<file path="src/sv/stt_pkg.sv">
// ============================================================================
// stt_pkg: shared types and constants for the source text tokenizer
// Holds the token record type, the scanner mode type, the keyword table and
// the keyword lookup used when a word token is closed.
// ============================================================================
package stt_pkg;

    // Default size limit of the token text buffer.
    localparam int MAX_TEXT_SIZE_DEF = 64;

    // Number of token records the queue between front and back can hold.
    localparam int QUEUE_DEPTH = 4;

    // Length of the stored prefix used for keyword matching.
    localparam int PREFIX_LEN = 8;

    // Number of keywords.
    localparam int KW_COUNT = 6;

    // Token class codes as they appear on the output.
    typedef enum logic [2:0] {
        CLS_KEYWORD = 3'd0,
        CLS_IDENT   = 3'd1,
        CLS_NUMBER  = 3'd2,
        CLS_OPER    = 3'd3,
        CLS_SEP     = 3'd4,
        CLS_END     = 3'd5,
        CLS_ERROR   = 3'd6
    } t_cls;

    // Scanner modes.
    typedef enum logic [2:0] {
        MODE_IDLE   = 3'd0,
        MODE_WORD   = 3'd1,
        MODE_DIGITS = 3'd2,
        MODE_OPER   = 3'd3,
        MODE_HALT   = 3'd4
    } t_mode;

    // One token record.
    typedef struct packed {
        t_cls        cls;
        logic [2:0]  kw;
        logic [5:0]  len;
        logic        trunc;
        logic [7:0]  c1;
        logic [7:0]  c2;
        logic [31:0] pos;
        logic        last;
    } t_rec;

    // Records produced by one accepted input beat, compacted into rec0 first.
    typedef struct packed {
        logic [1:0] n;
        t_rec       rec0;
        t_rec       rec1;
    } t_push;

    // Keyword spellings, first character at index 0, padded with zeros.
    localparam logic [7:0] KW_CHARS [KW_COUNT][PREFIX_LEN] = '{
        '{"v", "a", "r", 8'h00, 8'h00, 8'h00, 8'h00, 8'h00},
        '{"i", "f", 8'h00, 8'h00, 8'h00, 8'h00, 8'h00, 8'h00},
        '{"e", "l", "s", "e", 8'h00, 8'h00, 8'h00, 8'h00},
        '{"w", "h", "i", "l", "e", 8'h00, 8'h00, 8'h00},
        '{"f", "u", "n", "c", "t", "i", "o", "n"},
        '{"r", "e", "t", "u", "r", "n", 8'h00, 8'h00}
    };

    localparam logic [3:0] KW_LEN [KW_COUNT] = '{4'd3, 4'd2, 4'd4, 4'd5, 4'd8, 4'd6};

    // Returns {hit, index}. A length of zero never matches.
    function automatic logic [3:0] kw_lookup(input logic [PREFIX_LEN-1:0][7:0] prefix,
                                             input logic [3:0] len);
        logic       eq;
        logic [3:0] res;
        res = 4'd0;
        for (int k = KW_COUNT - 1; k >= 0; k--) begin
            eq = (len == KW_LEN[k]);
            for (int i = 0; i < PREFIX_LEN; i++) begin
                if ((4'(i) < KW_LEN[k]) && (prefix[i] != KW_CHARS[k][i])) begin
                    eq = 1'b0;
                end
            end
            if (eq) begin
                res = {1'b1, 3'(k)};
            end
        end
        return res;
    endfunction

endpackage

</file>
<file path="src/sv/source_text_tokenizer_unit.sv">
// ============================================================================
// source_text_tokenizer_unit: streaming lexical analyzer
// Turns a byte stream into token records: words, keywords, numbers,
// operators, separators, end and error records.
//
//   channel | direction | handshake                 | payload
//   --------+-----------+---------------------------+-------------------------
//   input   | in        | i_in_valid / o_in_ready   | byte, end-of-input mark
//   result  | out       | o_out_valid / i_out_ready | one token record per beat
//
// One input beat is taken per cycle while the record queue has two free slots.
// A record passes the record queue and then the output register on its way out.
// A beat that yields two records puts two into the queue; the output stage sends
// one per cycle while i_out_ready is high, so the queue depth sets how long such
// bursts are absorbed. Reset is synchronous; there is no clearing pass.
// A stalled result channel fills the queue and then drops o_in_ready.
// ============================================================================
module source_text_tokenizer_unit import stt_pkg::*; #(
    parameter int MAX_TEXT_SIZE = MAX_TEXT_SIZE_DEF
) (
    input  logic        i_clk,
    input  logic        i_rst_n,
    input  logic        i_in_valid,
    output logic        o_in_ready,
    input  logic [7:0]  i_input_byte,
    input  logic        i_end_of_input,
    output logic        o_out_valid,
    input  logic        i_out_ready,
    output logic [2:0]  o_token_class,
    output logic [2:0]  o_keyword_index,
    output logic [5:0]  o_token_length,
    output logic        o_truncated,
    output logic [7:0]  o_first_char,
    output logic [7:0]  o_second_char,
    output logic [31:0] o_start_position,
    output logic        o_last_of_run
);

    t_push push;
    logic  space_ok, pop, nonempty;
    t_rec  q_rec, out_rec;

    // Scanner.
    stt_front #(
        .MAX_TEXT_SIZE(MAX_TEXT_SIZE)
    ) u_front (
        .i_clk          (i_clk),
        .i_rst_n        (i_rst_n),
        .i_valid        (i_in_valid),
        .o_ready        (o_in_ready),
        .i_input_byte   (i_input_byte),
        .i_end_of_input (i_end_of_input),
        .i_space_ok     (space_ok),
        .o_push         (push)
    );

    // Record queue.
    stt_queue u_queue (
        .i_clk      (i_clk),
        .i_rst_n    (i_rst_n),
        .i_push     (push),
        .o_space_ok (space_ok),
        .i_pop      (pop),
        .o_nonempty (nonempty),
        .o_rec      (q_rec)
    );

    // Output stage.
    stt_back u_back (
        .i_clk      (i_clk),
        .i_rst_n    (i_rst_n),
        .i_nonempty (nonempty),
        .i_rec      (q_rec),
        .o_pop      (pop),
        .o_valid    (o_out_valid),
        .i_ready    (i_out_ready),
        .o_rec      (out_rec)
    );

    // Result fields.
    assign o_token_class    = out_rec.cls;
    assign o_keyword_index  = out_rec.kw;
    assign o_token_length   = out_rec.len;
    assign o_truncated      = out_rec.trunc;
    assign o_first_char     = out_rec.c1;
    assign o_second_char    = out_rec.c2;
    assign o_start_position = out_rec.pos;
    assign o_last_of_run    = out_rec.last;

endmodule

</file>
<file path="src/sv/stt_front.sv">
// ============================================================================
// stt_front: character scanner
// Accepts one byte or end mark per beat, tracks the token being built and
// produces up to two token records per beat for the record queue.
// ============================================================================
module stt_front import stt_pkg::*; #(
    parameter int MAX_TEXT_SIZE = MAX_TEXT_SIZE_DEF
) (
    input  logic       i_clk,
    input  logic       i_rst_n,
    input  logic       i_valid,
    output logic       o_ready,
    input  logic [7:0] i_input_byte,
    input  logic       i_end_of_input,
    input  logic       i_space_ok,
    output t_push      o_push
);

    localparam int CW = $clog2(MAX_TEXT_SIZE);

    t_mode                      r_mode, n_mode;
    logic [PREFIX_LEN-1:0][7:0] r_prefix, n_prefix;
    logic [CW-1:0]              r_count, n_count;
    logic                       r_ovf, n_ovf;
    logic [7:0]                 r_pend, n_pend;
    logic [31:0]                r_start, n_start;
    logic [31:0]                r_pos, n_pos;

    logic       accept, live, is_byte;
    logic       c_letter, c_digit, c_space, c_under, c_op4, c_op1, c_sep;
    logic       cont, op_pair;
    t_mode      start_mode;
    logic [3:0] kw_len, kw_res;
    logic [5:0] word_len;
    logic       flush_v, start_v, va, vb;
    t_rec       flush_rec, start_rec, rec_a, rec_b;
    logic       do_append;
    logic [CW-1:0] app_count;

    assign o_ready = i_space_ok;
    assign accept  = i_valid && o_ready;
    assign live    = accept && (r_mode != MODE_HALT);
    assign is_byte = live && !i_end_of_input;

    // Character classes of the incoming byte.
    assign c_letter = ((i_input_byte >= "a") && (i_input_byte <= "z")) ||
                      ((i_input_byte >= "A") && (i_input_byte <= "Z"));
    assign c_digit  = (i_input_byte >= "0") && (i_input_byte <= "9");
    assign c_space  = (i_input_byte == " ") ||
                      ((i_input_byte >= 8'd9) && (i_input_byte <= 8'd13));
    assign c_under  = (i_input_byte == "_");
    assign c_op4    = (i_input_byte == ">") || (i_input_byte == "<") ||
                      (i_input_byte == "=") || (i_input_byte == "!");
    assign c_op1    = (i_input_byte == "+") || (i_input_byte == "-") ||
                      (i_input_byte == "*") || (i_input_byte == "/");
    assign c_sep    = (i_input_byte == "(") || (i_input_byte == ")") ||
                      (i_input_byte == "{") || (i_input_byte == "}") ||
                      (i_input_byte == ";") || (i_input_byte == ",");

    // The byte extends the current word or number, or completes an operator pair.
    assign cont    = ((r_mode == MODE_WORD) && (c_letter || c_digit || c_under)) ||
                     ((r_mode == MODE_DIGITS) && c_digit);
    assign op_pair = (r_mode == MODE_OPER) && (i_input_byte == "=");

    // Mode entered when the byte starts a new token.
    always_comb begin
        if (c_space || c_op1 || c_sep) begin
            start_mode = MODE_IDLE;
        end else if (c_letter) begin
            start_mode = MODE_WORD;
        end else if (c_digit) begin
            start_mode = MODE_DIGITS;
        end else if (c_op4) begin
            start_mode = MODE_OPER;
        end else begin
            start_mode = MODE_HALT;
        end
    end

    // Keyword match on the stored prefix of the pending word.
    assign kw_len   = (!r_ovf && (32'(r_count) <= 32'd8)) ? r_count[3:0] : 4'd0;
    assign kw_res   = kw_lookup(r_prefix, kw_len);
    assign word_len = (32'(r_count) > 32'd63) ? 6'd63 : 6'(r_count);

    // Record for the token that is pending in the scanner.
    always_comb begin
        flush_v   = 1'b1;
        flush_rec = '{cls: CLS_IDENT, kw: 3'd0, len: word_len, trunc: r_ovf,
                      c1: r_prefix[0], c2: 8'd0, pos: r_start, last: 1'b0};
        case (r_mode)
            MODE_WORD: begin
                if (kw_res[3]) begin
                    flush_rec.cls = CLS_KEYWORD;
                    flush_rec.kw  = kw_res[2:0];
                end
            end
            MODE_DIGITS: begin
                flush_rec.cls = CLS_NUMBER;
            end
            MODE_OPER: begin
                flush_rec.cls   = CLS_OPER;
                flush_rec.len   = 6'd1;
                flush_rec.trunc = 1'b0;
                flush_rec.c1    = r_pend;
            end
            default: begin
                flush_v = 1'b0;
            end
        endcase
    end

    // Record for a byte that forms a token of its own.
    always_comb begin
        start_v   = c_op1 || c_sep || (start_mode == MODE_HALT);
        start_rec = '{cls: CLS_ERROR, kw: 3'd0, len: 6'd1, trunc: 1'b0,
                      c1: i_input_byte, c2: 8'd0, pos: r_pos, last: 1'b1};
        if (c_op1) begin
            start_rec.cls = CLS_OPER;
        end else if (c_sep) begin
            start_rec.cls = CLS_SEP;
        end
    end

    // Next scanner mode.
    always_comb begin
        n_mode = r_mode;
        if (live) begin
            if (i_end_of_input) begin
                n_mode = MODE_IDLE;
            end else if (cont) begin
                n_mode = r_mode;
            end else if (op_pair) begin
                n_mode = MODE_IDLE;
            end else begin
                n_mode = start_mode;
            end
        end
    end

    // Records, token text and position updates for the accepted beat.
    always_comb begin
        va    = 1'b0;
        vb    = 1'b0;
        rec_a = flush_rec;
        rec_b = start_rec;
        if (live && i_end_of_input) begin
            va    = flush_v;
            vb    = 1'b1;
            rec_b = '{cls: CLS_END, kw: 3'd0, len: 6'd0, trunc: 1'b0,
                      c1: 8'd0, c2: 8'd0, pos: r_pos, last: 1'b1};
        end else if (is_byte && op_pair) begin
            va    = 1'b1;
            rec_a = '{cls: CLS_OPER, kw: 3'd0, len: 6'd2, trunc: 1'b0,
                      c1: r_pend, c2: "=", pos: r_start, last: 1'b1};
        end else if (is_byte && !cont) begin
            va = flush_v;
            vb = start_v;
        end
        rec_a.last = !vb;

        // Compact so the first record always sits in rec0.
        o_push.n    = {1'b0, va} + {1'b0, vb};
        o_push.rec0 = va ? rec_a : rec_b;
        o_push.rec1 = rec_b;

        // Positions.
        n_pos   = r_pos;
        n_start = r_start;
        n_pend  = r_pend;
        if (live && i_end_of_input) begin
            n_pos = 32'd0;
        end else if (is_byte) begin
            n_pos = r_pos + 32'd1;
            if (!cont && !op_pair && (c_letter || c_digit || c_op4)) begin
                n_start = r_pos;
            end
            if (!cont && !op_pair && c_op4) begin
                n_pend = i_input_byte;
            end
        end

        // Text buffer: a new word restarts the count, then the byte is appended.
        do_append = is_byte && (cont || (!op_pair && (c_letter || c_digit)));
        app_count = (is_byte && !cont) ? '0 : r_count;
        n_prefix  = r_prefix;
        n_count   = r_count;
        n_ovf     = r_ovf;
        if (do_append) begin
            n_ovf = cont ? r_ovf : 1'b0;
            if (32'(app_count) < 32'(MAX_TEXT_SIZE - 1)) begin
                if (32'(app_count) < 32'(PREFIX_LEN)) begin
                    n_prefix[app_count[2:0]] = i_input_byte;
                end
                n_count = app_count + CW'(1);
            end else begin
                n_ovf = 1'b1;
            end
        end
    end

    // State registers.
    always_ff @(posedge i_clk) begin
        if (!i_rst_n) begin
            r_mode  <= MODE_IDLE;
            r_count <= '0;
            r_ovf   <= 1'b0;
            r_pend  <= 8'd0;
            r_start <= 32'd0;
            r_pos   <= 32'd0;
        end else begin
            r_mode  <= n_mode;
            r_count <= n_count;
            r_ovf   <= n_ovf;
            r_pend  <= n_pend;
            r_start <= n_start;
            r_pos   <= n_pos;
        end
    end

    // Prefix bytes are written before they are read and need no reset.
    always_ff @(posedge i_clk) begin
        r_prefix <= n_prefix;
    end

    // Once an invalid byte has been seen the scanner stays halted.
    a_halt_sticky: assert property (@(posedge i_clk) disable iff (!i_rst_n)
        (r_mode == MODE_HALT) |=> (r_mode == MODE_HALT))
        else $error("scanner left the halted mode without reset");

    // Of two records from one beat, only the second closes the run.
    a_two_last: assert property (@(posedge i_clk) disable iff (!i_rst_n)
        (o_push.n == 2'd2) |-> (!o_push.rec0.last && o_push.rec1.last))
        else $error("wrong run marker on a record pair");

    // The stored character count never reaches the buffer size.
    a_count_bound: assert property (@(posedge i_clk) disable iff (!i_rst_n)
        32'(r_count) < 32'(MAX_TEXT_SIZE))
        else $error("character count beyond buffer size");

endmodule

</file>
<file path="src/sv/stt_queue.sv">
// ============================================================================
// stt_queue: token record queue
// Small register queue between scanner and output stage. Takes up to two
// records per cycle and releases one per pop.
// ============================================================================
module stt_queue import stt_pkg::*; (
    input  logic  i_clk,
    input  logic  i_rst_n,
    input  t_push i_push,
    output logic  o_space_ok,
    input  logic  i_pop,
    output logic  o_nonempty,
    output t_rec  o_rec
);

    localparam int PW = $clog2(QUEUE_DEPTH);

    t_rec          r_mem [QUEUE_DEPTH];
    logic [PW-1:0] r_wr, n_wr;
    logic [PW-1:0] r_rd, n_rd;
    logic [PW:0]   r_count, n_count;

    // Room for two records is required before a beat is taken.
    assign o_space_ok = (32'(r_count) <= 32'(QUEUE_DEPTH - 2));
    assign o_nonempty = (r_count != '0);
    assign o_rec      = r_mem[r_rd];

    // Pointer and fill level update.
    always_comb begin
        n_wr    = r_wr + PW'(i_push.n);
        n_rd    = r_rd + PW'(i_pop);
        n_count = r_count + (PW + 1)'(i_push.n) - (PW + 1)'(i_pop);
    end

    always_ff @(posedge i_clk) begin
        if (!i_rst_n) begin
            r_wr    <= '0;
            r_rd    <= '0;
            r_count <= '0;
        end else begin
            r_wr    <= n_wr;
            r_rd    <= n_rd;
            r_count <= n_count;
        end
    end

    // Record storage.
    always_ff @(posedge i_clk) begin
        if (i_push.n != 2'd0) begin
            r_mem[r_wr] <= i_push.rec0;
        end
        if (i_push.n == 2'd2) begin
            r_mem[r_wr + PW'(1)] <= i_push.rec1;
        end
    end

    a_no_overflow: assert property (@(posedge i_clk) disable iff (!i_rst_n)
        32'(r_count) <= 32'(QUEUE_DEPTH))
        else $error("record queue overflow");

    a_push_room: assert property (@(posedge i_clk) disable iff (!i_rst_n)
        (i_push.n != 2'd0) |-> o_space_ok)
        else $error("records pushed without room");

    a_no_underflow: assert property (@(posedge i_clk) disable iff (!i_rst_n)
        i_pop |-> (r_count != '0))
        else $error("record popped from empty queue");

endmodule

</file>
<file path="src/sv/stt_back.sv">
// ============================================================================
// stt_back: result output stage
// Pulls records from the queue into the output register and hands them out
// over the result channel.
// ============================================================================
module stt_back import stt_pkg::*; (
    input  logic i_clk,
    input  logic i_rst_n,
    input  logic i_nonempty,
    input  t_rec i_rec,
    output logic o_pop,
    output logic o_valid,
    input  logic i_ready,
    output t_rec o_rec
);

    logic r_valid, n_valid;
    t_rec r_rec;

    // Load a new record whenever the register is empty or being taken.
    assign o_pop   = i_nonempty && (!r_valid || i_ready);
    assign n_valid = o_pop || (r_valid && !i_ready);
    assign o_valid = r_valid;
    assign o_rec   = r_rec;

    always_ff @(posedge i_clk) begin
        if (!i_rst_n) begin
            r_valid <= 1'b0;
        end else begin
            r_valid <= n_valid;
        end
    end

    always_ff @(posedge i_clk) begin
        if (o_pop) begin
            r_rec <= i_rec;
        end
    end

endmodule

</file>
<file path="config.mk">
export PLATFORM = sky130hd
export DESIGN_NAME = source_text_tokenizer_unit
export DESIGN_NICKNAME = d
export VERILOG_FILES = /design/src/sv/stt_pkg.sv /design/src/sv/source_text_tokenizer_unit.sv /design/src/sv/stt_front.sv /design/src/sv/stt_queue.sv /design/src/sv/stt_back.sv
export SDC_FILE = /design/constraint.sdc
export NUM_CORES = 1
export LEC_CHECK = 0
export BUFFER_PORTS_ARGS = -buffer_cell sky130_fd_sc_hd__buf_2
export CORE_ASPECT_RATIO = 0.9
export CORE_MARGIN = 5
export CORE_UTILIZATION = 25
export DETAILED_ROUTE_END_ITERATION = 6
export HOLD_SLACK_MARGIN = 0.15
export MAX_ROUTING_LAYER = met4
export PLACE_DENSITY = 0.47
export SYNTH_ARGS = -nofsm -noshare
export SYNTH_HDL_FRONTEND = slang
export SYNTH_SLANG_ARGS = --single-unit
</file>
<file path="constraint.sdc">
create_clock -name i_clk -period 7.8 [get_ports i_clk]
set_clock_uncertainty 0.15 [all_clocks]
set_input_delay 0.78 -clock i_clk [delete_from_list [all_inputs] [get_ports i_clk]]
set_output_delay 0.78 -clock i_clk [all_outputs]
set_load 0.02 [all_outputs]
</file>
; After elaboration in Yosys (flattened, before gate mapping)
; Memory sizes are Yosys's and may differ from the RTL's. A register that Yosys moved wholly into a read port is not among the register bits.
; Cells that the tools add are included.
[op_classes]
addsub = 8
order_cmp = 14
eq_ne = 58
muxes = 69
bitwise_logic = 2
reduce_logical = 63
[ops]
columns = cell, n
row1 = "!= test 8 x 7 -> 1 bit, second input constant", 28
row2 = 2-to-1 mux 62 bit, 3
row3 = "== test 8 x 6 -> 1 bit, second input constant", 13
row4 = bitwise mux 64 bit, 1
row5 = 2-to-1 mux 61 bit, 1
row6 = 2-to-1 mux 1 bit, 41
row7 = "adder 32 x 1 -> 32 bit, second input constant", 1
row8 = 2-to-1 mux 4 bit, 8
row9 = 2-to-1 mux 3 bit, 9
row10 = demux 8 bit (select 3 bit), 1
row11 = "== test 8 x 7 -> 1 bit, second input constant", 3
row12 = logical OR 1 bit, 24
row13 = logical AND 1 bit, 22
row14 = "greater-or-equal comparator 8 x 7 -> 1 bit, second input constant", 2
row15 = "less-or-equal comparator 8 x 7 -> 1 bit, second input constant", 2
row16 = 2-to-1 mux 15 bit, 1
row17 = "== test 4 x 3 -> 1 bit, second input constant", 3
row18 = AND reduction 3 bit, 3
row19 = "== test 4 x 2 -> 1 bit, second input constant", 2
row20 = "greater-or-equal comparator 8 x 4 -> 1 bit, second input constant", 1
row21 = "greater-or-equal comparator 8 x 6 -> 1 bit, second input constant", 1
row22 = "less-or-equal comparator 8 x 4 -> 1 bit, second input constant", 1
row23 = "less-or-equal comparator 8 x 6 -> 1 bit, second input constant", 1
row24 = 2-to-1 mux 8 bit, 1
row25 = 30 further kinds, 41
[word_totals]
register_bits = 154
ramBits = 248
output_inout_bits = 64
elab_cells = 233
memories = 1
[mem_list]
columns = memory, words, width, read_ports, rd_clocked_by_memory_dff, wr, line
row1 = u_queue.r_mem, 4, 62, 1, 1, 2, stt_queue.sv:18  ; t_rec r_mem [QUEUE_DEPTH];

; Longest topological paths before layout
; Gate-level depths: netlist (run 1).
[logic_depth]
ltp_word = 22
ltp_mapped = 16
depth_no_buf = 13

; Hierarchy
; From an unflattened synthesis (run 1), not the netlist that was laid out.
[unflattened]
cells_unflattened = 1421
hier_area_um2 = 21728.3
[by_module_without_submodules]
columns = module, n_inst, cells_each, area_each_um2, seq_area_each_um2
row1 = stt_queue, 1, 643, 12363.1, 7587.3
row2 = stt_front, 1, 712, 7455.9, 3563.4
row3 = stt_back, 1, 66, 1909.3, 1881.8

; Worst setup path after synthesis (run 1)
; OpenSTA, ideal clock, no wires.
[synth_path]
path_kind = in2reg
start = input port i_out_ready
end = register u_queue.r_count[2]
setup_ns = 0.128
arrival_time_ns = 5.121
path_slack_ns = 2.401
cell_stages = 10
n_path_buf = 0
cell_sequence = inv_1 > a21oi_1 > ha_1 > inv_1 > ha_1 > inv_1 > fa_1 > xnor2_1 > xnor2_1 > nor2_1
[synth_via]
elab_chain_len = 3
[synth_lines]
columns = item, line
row1 = start: declaration, source_text_tokenizer_unit.sv:28  ; input logic i_out_ready,
row2 = logical OR 1 bit, stt_back.sv:21  ; assign o_pop = i_nonempty && (!r_valid || i_ready);
row3 = logical AND 1 bit, stt_back.sv:21
row4 = net pop, source_text_tokenizer_unit.sv:40  ; logic space_ok, pop, nonempty;
row5 = subtractor 3 x 1 -> 3 bit, stt_queue.sv:32  ; n_count = r_count + (PW + 1)'(i_push.n) - (PW + 1)'(i_pop);
row6 = end signal: assignment, stt_queue.sv:43  ; r_count <= n_count;
row7 = end: declaration, stt_queue.sv:21  ; logic [PW:0] r_count, n_count;
; The timed path passes the listed nets, and every way through them passes these cells.
; A chain may end at the register's enable or synchronous reset.

==> results of run 1 <==
-- path summary, 6_finish.rpt --
path	to	cells after the start	slack (ps)	startpoint
min	u_queue.r_mem[2][57]$_SDFFE_PP0P_	2	300	u_queue.r_mem[2][57]$_SDFFE_PP0P_
max	u_queue.r_mem[0][6]$_DFFE_PP_	12	2480	i_input_byte[4]
min reg2reg	u_queue.r_mem[2][57]$_SDFFE_PP0P_	2	300	u_queue.r_mem[2][57]$_SDFFE_PP0P_
max reg2reg	u_queue.r_mem[0][6]$_DFFE_PP_	11	2590	u_queue.r_count[1]$_SDFF_PN0_
-- state kept, by name (all words and copies together) (netlist names) --
register          flops
u_front.r_prefix     64
u_queue.r_count       3
u_queue.r_rd          2
u_front.r_pend        8
u_front.r_count       6
u_queue.r_mem       220
u_back.o_valid        1
u_back.o_rec         55
u_front.r_start      32
u_front.r_pos        32
u_front.r_mode        3
u_queue.r_wr          2
u_front.r_ovf         1
-- final cells by class --
type | instances | area, um^2
fill | 7468 | 52990
sequential | 429 | 11550
multi-input combinational | 821 | 6633
clock buffer | 63 | 1319
tap | 970 | 1214
timing repair buffer | 95 | 530.5
clock inverter | 22 | 216.5
inverter | 20 | 75.07
antenna | 2 | 5.005
-- critical path: stages --
cell,delay [ps]
buf_2,420
nand2_1,170
nor3b_1,370
o31ai_2,200
nor2_1,560
nand2_1,180
a32o_1,260
ha_1,260
nor3_1,610
nor2_1,410
inv_2,730
buf_4,400
-- through the flow --
| step | instance area (um^2) | hold slack [ps] | total power [uW] | instances |
|---|---|---|---|---|
| 2_1_floorplan | 18770 | 269.6 | 3726 | 1397 |
| 3_3_place_gp | 20000 | 287.8 | 4208 | 2335 |
| 3_5_place_dp | 20000 | 295.2 | 4216 | 2335 |
| 4_1_cts | 21530 | 309.4 | 6476 | 2420 |
| 5_1_grt | 21540 | 324.4 | 6664 | 2421 |
| 6_report | 21540 | 303.2 | 6344 | 2422 |
-- synth_stat cells, drive strengths merged, types with 10 or more instances --
master and n:
a21oi 23, a22o 154, a32o 33, and2 13, buf 45, clkbuf 82
dfxtp 134, edfxtp 295, ha 10, inv 19, mux2i 40, mux4 55
nand2 116, nand2b 10, nand3 24, nand3b 11, nand4 19, nand4b 10
nor2 81, nor3 24, nor4 12, o21ai 25, o22ai 10, xnor2 13
xor2 23
-- cells by family (layout without fill, tap and decap cells) --
group,Yosys count,in the layout,share of synthesized area [%]
flops,429,429,61.52
simple gates,384,384,10.93
compound gates,284,284,12.41
buf+inv,147,200,3.455
mux,103,103,9.217
xor+xnor,36,36,1.681
fa+ha+maj,11,11,0.7736
other cells,1,5,0.01999
-- where the power goes --
part	switching, uW	internal [uW]
Combinational	813	416
Clock	910	1320
Sequential	118	2770
-- metal layers --
layer / vias to the layer above / part of all wire (%)
li1: 5464 / -
met4: 0 / 2.0
met5: - / 0
met1: 6020 / 46
met3: 77 / 4.6
met2: 246 / 47
-- cell usage in the layout, fill, tap and decap left out, drive strengths merged, types with 15 or more instances in the layout --
| master | n |
|---|---|
| mux2i | 40 |
| buf | 95 |
| xor2 | 23 |
| o21ai | 25 |
| nor2 | 81 |
| a21oi | 23 |
| a32o | 33 |
| dfxtp | 134 |
| clkbuf | 63 |
| a22o | 154 |
| edfxtp | 295 |
| inv | 21 |
| clkinv | 15 |
| nor3 | 24 |
| nand4 | 19 |
| nand2 | 116 |
| mux4 | 55 |
| nand3 | 24 |
==> metrics.txt, run 1 <==
# TYPE chip_impl_metric gauge
chip_impl_info{name="status",value="finished, final reports clean"} 1
chip_impl_metric{name="cts.repair.resized",unit=""} 0
chip_impl_metric{name="required",unit="ps"} 7890
chip_impl_metric{name="dp_hpwl",unit="um"} 30830
chip_impl_info{name="root_buffer",value="clkbuf_16"} 1
chip_impl_info{name="timing.setup.critical_path_class",value="in -> reg"} 1
chip_impl_metric{name="globalRoute.totalOverflow",unit=""} 0
chip_impl_metric{name="initialDrtViolationCount",unit=""} 698
chip_impl_info{name="ys.flop_type",value="edfxtp_1"} 1
chip_impl_metric{name="detail-route-antenna-nets",unit=""} 0
chip_impl_metric{name="yosys_warnings",unit=""} 0
chip_impl_metric{name="async_reset_ff_share",unit="%"} 0
chip_impl_metric{name="timing.slew.headroom",unit="%"} 14.42
chip_impl_metric{name="clock_sink_count",unit=""} 429
chip_impl_metric{name="hold_violations",unit=""} 0
chip_impl_metric{name="routed_wirelength",unit="um"} 49880
chip_impl_metric{name="grt_pass1_wl",unit="um"} 76100
chip_impl_metric{name="critical_path.max_fanout",unit=""} 29
chip_impl_metric{name="clkSlewWorstSetupHoldPaths",unit="ps"} 60
chip_impl_metric{name="met2_usage",unit="%"} 20.02
chip_impl_metric{name="layout_stage_area_growth_over_the_synthesis_result",unit="%"} 14.81
chip_impl_metric{name="top_level_ports",unit=""} 77
chip_impl_metric{name="post_route_cells_drive_above_1_share",unit="%"} 18.07
chip_impl_metric{name="clock_latency",unit="ps"} 590
chip_impl_metric{name="period_share",unit="%"} 68.22
chip_impl_metric{name="postLayoutSetupSlackWorst",unit="ps"} 2479
chip_impl_metric{name="worstMarginPinSlew",unit="ps"} 1274
chip_impl_metric{name="netlist.area_leader.share",unit="%"} 47.22
chip_impl_metric{name="slew_violations",unit=""} 0
chip_impl_metric{name="postSynthRegisterBits",unit=""} 429
chip_impl_info{name="setup_repair_after_global_routing_missed_its_margin",value="false"} 1
chip_impl_metric{name="vias",unit=""} 11807
chip_impl_metric{name="global_route.usage.met1",unit="%"} 16.47
chip_impl_metric{name="post-cts-setup-buffers",unit=""} 0
chip_impl_info{name="post_synth_main_area_contributors",value="edfxtp_1, dfxtp_1, a22o_1"} 1
chip_impl_metric{name="detail_route.vias_per_cell",unit=""} 4.875
chip_impl_metric{name="synth_cell_type_count",unit=""} 78
chip_impl_metric{name="static-leakage-power",unit="uW"} 0.007236
chip_impl_info{name="cts_tree",value="built"} 1
chip_impl_metric{name="gp_routability_congestion",unit=""} 0.8012
chip_impl_metric{name="die_h",unit="um"} 269.9
chip_impl_metric{name="nets",unit=""} 1437
chip_impl_metric{name="post_drt_wl_per_cell",unit="um"} 20.59
chip_impl_metric{name="floorplan.initialDensity",unit="%"} 25.17
chip_impl_metric{name="cts.path.max_buffers",unit=""} 3
chip_impl_info{name="globalRoute.busiestLayer",value="met2"} 1
chip_impl_metric{name="gr-usage-met3",unit="%"} 2.250
chip_impl_metric{name="max-cap-violations",unit=""} 0
chip_impl_metric{name="place.port_buffers",unit=""} 73
chip_impl_metric{name="drt_drc_violations_left",unit=""} 0
chip_impl_metric{name="cts_made_buffers",unit=""} 46
chip_impl_metric{name="timing.final.crit_period",unit="ps"} 5321
chip_impl_metric{name="setup_viols_final",unit=""} 0
chip_impl_metric{name="grt_max_degree",unit=""} 76
chip_impl_metric{name="cts-hold-fix-buffers",unit=""} 0
chip_impl_metric{name="floorplan.die.width",unit="um"} 298.8
chip_impl_metric{name="timing.critical_path.arrival",unit="ps"} 5410
chip_impl_metric{name="power.density_cell_area",unit="mW/mm^2"} 294.5
chip_impl_metric{name="ir_worst_vdd",unit="V"} 0.0001695
chip_impl_metric{name="global_route_usage_sum",unit="%"} 12.44
chip_impl_metric{name="edff_count_synth",unit=""} 295
chip_impl_metric{name="cell_rows",unit=""} 95
chip_impl_metric{name="pre_cts_ws",unit="ps"} 1904
chip_impl_metric{name="antenna_found_initial",unit=""} 2
chip_impl_metric{name="floorplan.die_area",unit="mm^2"} 0.08063
chip_impl_metric{name="yosysSeqAreaShare",unit="%"} 61.52
chip_impl_metric{name="firstDrtPassIters",unit=""} 7
chip_impl_metric{name="fin_tns_setup",unit="ps"} 0
chip_impl_info{name="start_kind",value="primary input"} 1
chip_impl_info{name="yosys.area.top_type",value="edfxtp_1"} 1
chip_impl_info{name="hold_path_class",value="reg -> reg"} 1
chip_impl_metric{name="synthCells",unit=""} 1395
chip_impl_metric{name="post_synth.cell_area_avg",unit="um^2"} 13.45
chip_impl_metric{name="max_freq",unit="MHz"} 187.9
chip_impl_metric{name="postLayoutCoreUtil",unit="%"} 28.90
chip_impl_metric{name="cts-htree-levels",unit=""} 2
chip_impl_metric{name="number_of_global_route_vias_before_repair",unit=""} 11752
chip_impl_info{name="timing.critical_path.to_type",value="register"} 1
chip_impl_metric{name="core",unit="mm^2"} 0.07453
chip_impl_metric{name="post_synth_instance_area",unit="mm^2"} 0.01876
(Power assumes the default switching activity.)
==> run 2: changes to the inputs <==
Clock period 7.8 ns to 5.54 ns, I/O delays scaled along.
==> metrics.txt, run 2 (same netlist as run 1, synthesis figures left out) <==
# TYPE chip_impl_metric gauge
chip_impl_metric{name="detail_route.vias_per_cell",unit=""} 4.898
chip_impl_info{name="commonest_cells_after_routing_fill_and_taps_aside",value="edfxtp_1, a22o_1, dfxtp_1"} 1
chip_impl_metric{name="max_freq",unit="MHz"} 228.2
chip_impl_metric{name="critical_path.max_fanout",unit=""} 27
chip_impl_metric{name="top_level_ports",unit=""} 77
chip_impl_metric{name="timing.final.crit_period",unit="ps"} 4382
chip_impl_info{name="start_kind",value="register"} 1
chip_impl_metric{name="hold_path_depth",unit=""} 1
chip_impl_metric{name="layout_stage_area_growth_over_the_synthesis_result",unit="%"} 15.87
chip_impl_metric{name="grt_pass1_wl",unit="um"} 78000
chip_impl_metric{name="globalRoute.totalOverflow",unit=""} 0
chip_impl_metric{name="clock_sink_count",unit=""} 429
chip_impl_metric{name="initialDrtViolationCount",unit=""} 859
chip_impl_metric{name="clkSlewWorstSetupHoldPaths",unit="ps"} 60
chip_impl_metric{name="power.density_cell_area",unit="mW/mm^2"} 417.8
chip_impl_metric{name="routed_wirelength",unit="um"} 51170
chip_impl_metric{name="detail-route-antenna-nets",unit=""} 0
chip_impl_metric{name="firstDrtPassIters",unit=""} 6
chip_impl_metric{name="number_of_global_route_vias_before_repair",unit=""} 12015
chip_impl_metric{name="placedInstanceArea",unit="mm^2"} 0.02010
chip_impl_metric{name="cts-htree-levels",unit=""} 2
chip_impl_metric{name="post_route_cells_drive_above_1_share",unit="%"} 18.70
chip_impl_info{name="most_frequent_standard_cell_in_the_layout_excluding_fill_and_tap_cells",value="edfxtp_1"} 1
chip_impl_metric{name="clock_latency",unit="ps"} 580
chip_impl_metric{name="cts.path.max_buffers",unit=""} 3
chip_impl_metric{name="stdcell_area",unit="mm^2"} 0.02174
chip_impl_info{name="timing.setup.critical_path_class",value="reg -> reg"} 1
chip_impl_info{name="max_flop_register",value="u_queue.r_mem"} 1
chip_impl_info{name="timing.critical_path.to_type",value="register"} 1
chip_impl_info{name="hold_path_class",value="in -> reg"} 1
chip_impl_metric{name="place.port_buffers",unit=""} 73
chip_impl_metric{name="floorplan.die_area",unit="mm^2"} 0.08063
chip_impl_metric{name="cts_made_buffers",unit=""} 48
chip_impl_metric{name="period_share",unit="%"} 79.10
chip_impl_info{name="root_buffer",value="clkbuf_16"} 1
chip_impl_metric{name="max-cap-violations",unit=""} 0
chip_impl_metric{name="largest_register_ff_count",unit=""} 220
chip_impl_metric{name="floorplan.initialDensity",unit="%"} 25.17
chip_impl_metric{name="post_drt_wl_per_cell",unit="um"} 21.01
chip_impl_metric{name="antenna_found_initial",unit=""} 2
chip_impl_metric{name="gp_routability_congestion",unit=""} 0.8064
chip_impl_metric{name="hold_violations",unit=""} 0
chip_impl_metric{name="grt_max_degree",unit=""} 76
chip_impl_metric{name="floorplan.die.width",unit="um"} 298.8
chip_impl_metric{name="setup_viols_final",unit=""} 0
chip_impl_metric{name="required",unit="ps"} 5700
chip_impl_metric{name="die_h",unit="um"} 269.9
chip_impl_metric{name="cell_rows",unit=""} 95
chip_impl_info{name="setup_repair_after_global_routing_missed_its_margin",value="false"} 1
chip_impl_metric{name="worstMarginPinSlew",unit="ps"} 1293
chip_impl_metric{name="core",unit="mm^2"} 0.07453
chip_impl_metric{name="global_route_usage_sum",unit="%"} 12.79
chip_impl_metric{name="ir_worst_vdd",unit="V"} 0.0002354
chip_impl_metric{name="nets",unit=""} 1449
chip_impl_metric{name="timing.critical_path.arrival",unit="ps"} 4550
chip_impl_metric{name="dp_hpwl",unit="um"} 30740
chip_impl_info{name="cts_tree",value="built"} 1
chip_impl_metric{name="drt_drc_violations_left",unit=""} 0
chip_impl_metric{name="worst_r2r_path_depth",unit=""} 12
chip_impl_metric{name="finalHoldWorstSlack",unit="ps"} 214.5
chip_impl_metric{name="vias",unit=""} 11931
chip_impl_metric{name="timing.slew.headroom",unit="%"} 13.11
chip_impl_metric{name="fin_tns_setup",unit="ps"} 0
chip_impl_info{name="status",value="finished, final reports clean"} 1
chip_impl_metric{name="fillCellCount",unit=""} 7417
chip_impl_metric{name="slew_violations",unit=""} 0
chip_impl_metric{name="static-leakage-power",unit="uW"} 0.007340
run 2: cell type report:
class	count	area, um^2	share of cell area (%)
diodes	1	2.502	0.01151
clock buffers	79	1483	6.821
clock inverters	11	140.1	0.6446
repair buffers	105	645.6	2.970
well taps	970	1214	5.583
multi-input cells	821	6633	30.51
inverters	20	75.07	0.3453
flip-flops and latches	429	11550	53.11
run 2: per-layer routing:
metal	vias to the layer above	routed length (um)	GRT usage, %
met3	69	2524	2.411
met4	0	1016	3.156
met5	-	0	-
met2	325	24090	20.27
li1	5494	-	-
met1	6043	23540	17.07
run 2: repair_timing:
item,CTS,global route
endpoints found under the setup margin,0,0
buffers inserted,0,0
gates resized for setup,0,0
hold endpoints to repair,1,0
hold buffers,1,0
run 2: worst paths after layout:
path | start | endpoint | slack [ps]
worst max-delay path | u_front.r_mode[2]$_SDFFE_PN0P_ | u_queue.r_mem[0][44]$_DFFE_PP_ | 1160
worst min-delay path | i_input_byte[1] | u_front.r_prefix[9]$_DFFE_PP_ | 210
worst max register to register | u_front.r_mode[2]$_SDFFE_PN0P_ | u_queue.r_mem[0][44]$_DFFE_PP_ | 1160
worst min register to register | u_queue.r_mem[3][58]$_SDFFE_PP0P_ | u_queue.r_mem[3][58]$_SDFFE_PP0P_ | 300
run 2: worst max-delay path: stages (launching register included):
cell,delay [ps]
dfxtp_1,460
nor3b_2,340
and4b_1,350
nor3_1,280
nor4_2,60
buf_4,210
inv_2,290
ha_1,330
nor3_1,70
buf_4,170
nor2_1,590
inv_2,460
buf_12,310
run 2: report_power, final:
group	total [uW]	switching (uW)	internal, uW
logic	1710	1110	599
clock network	3260	1290	1970
registers	4120	217	3900
run 2: through the flow:
step / power, uW / utilization [%] / setup slack (ps) / std cells
floorplan: 5247 / - / 367.0 / 1397
global placement: 5954 / 26.97 / 755.2 / 2344
detailed placement: 5968 / 26.97 / 675.3 / 2344
CTS: 9277 / 29.16 / 1146 / 2435
global route: 9525 / 29.17 / 814.1 / 2436
finish: 9082 / 29.17 / 1158 / 2436
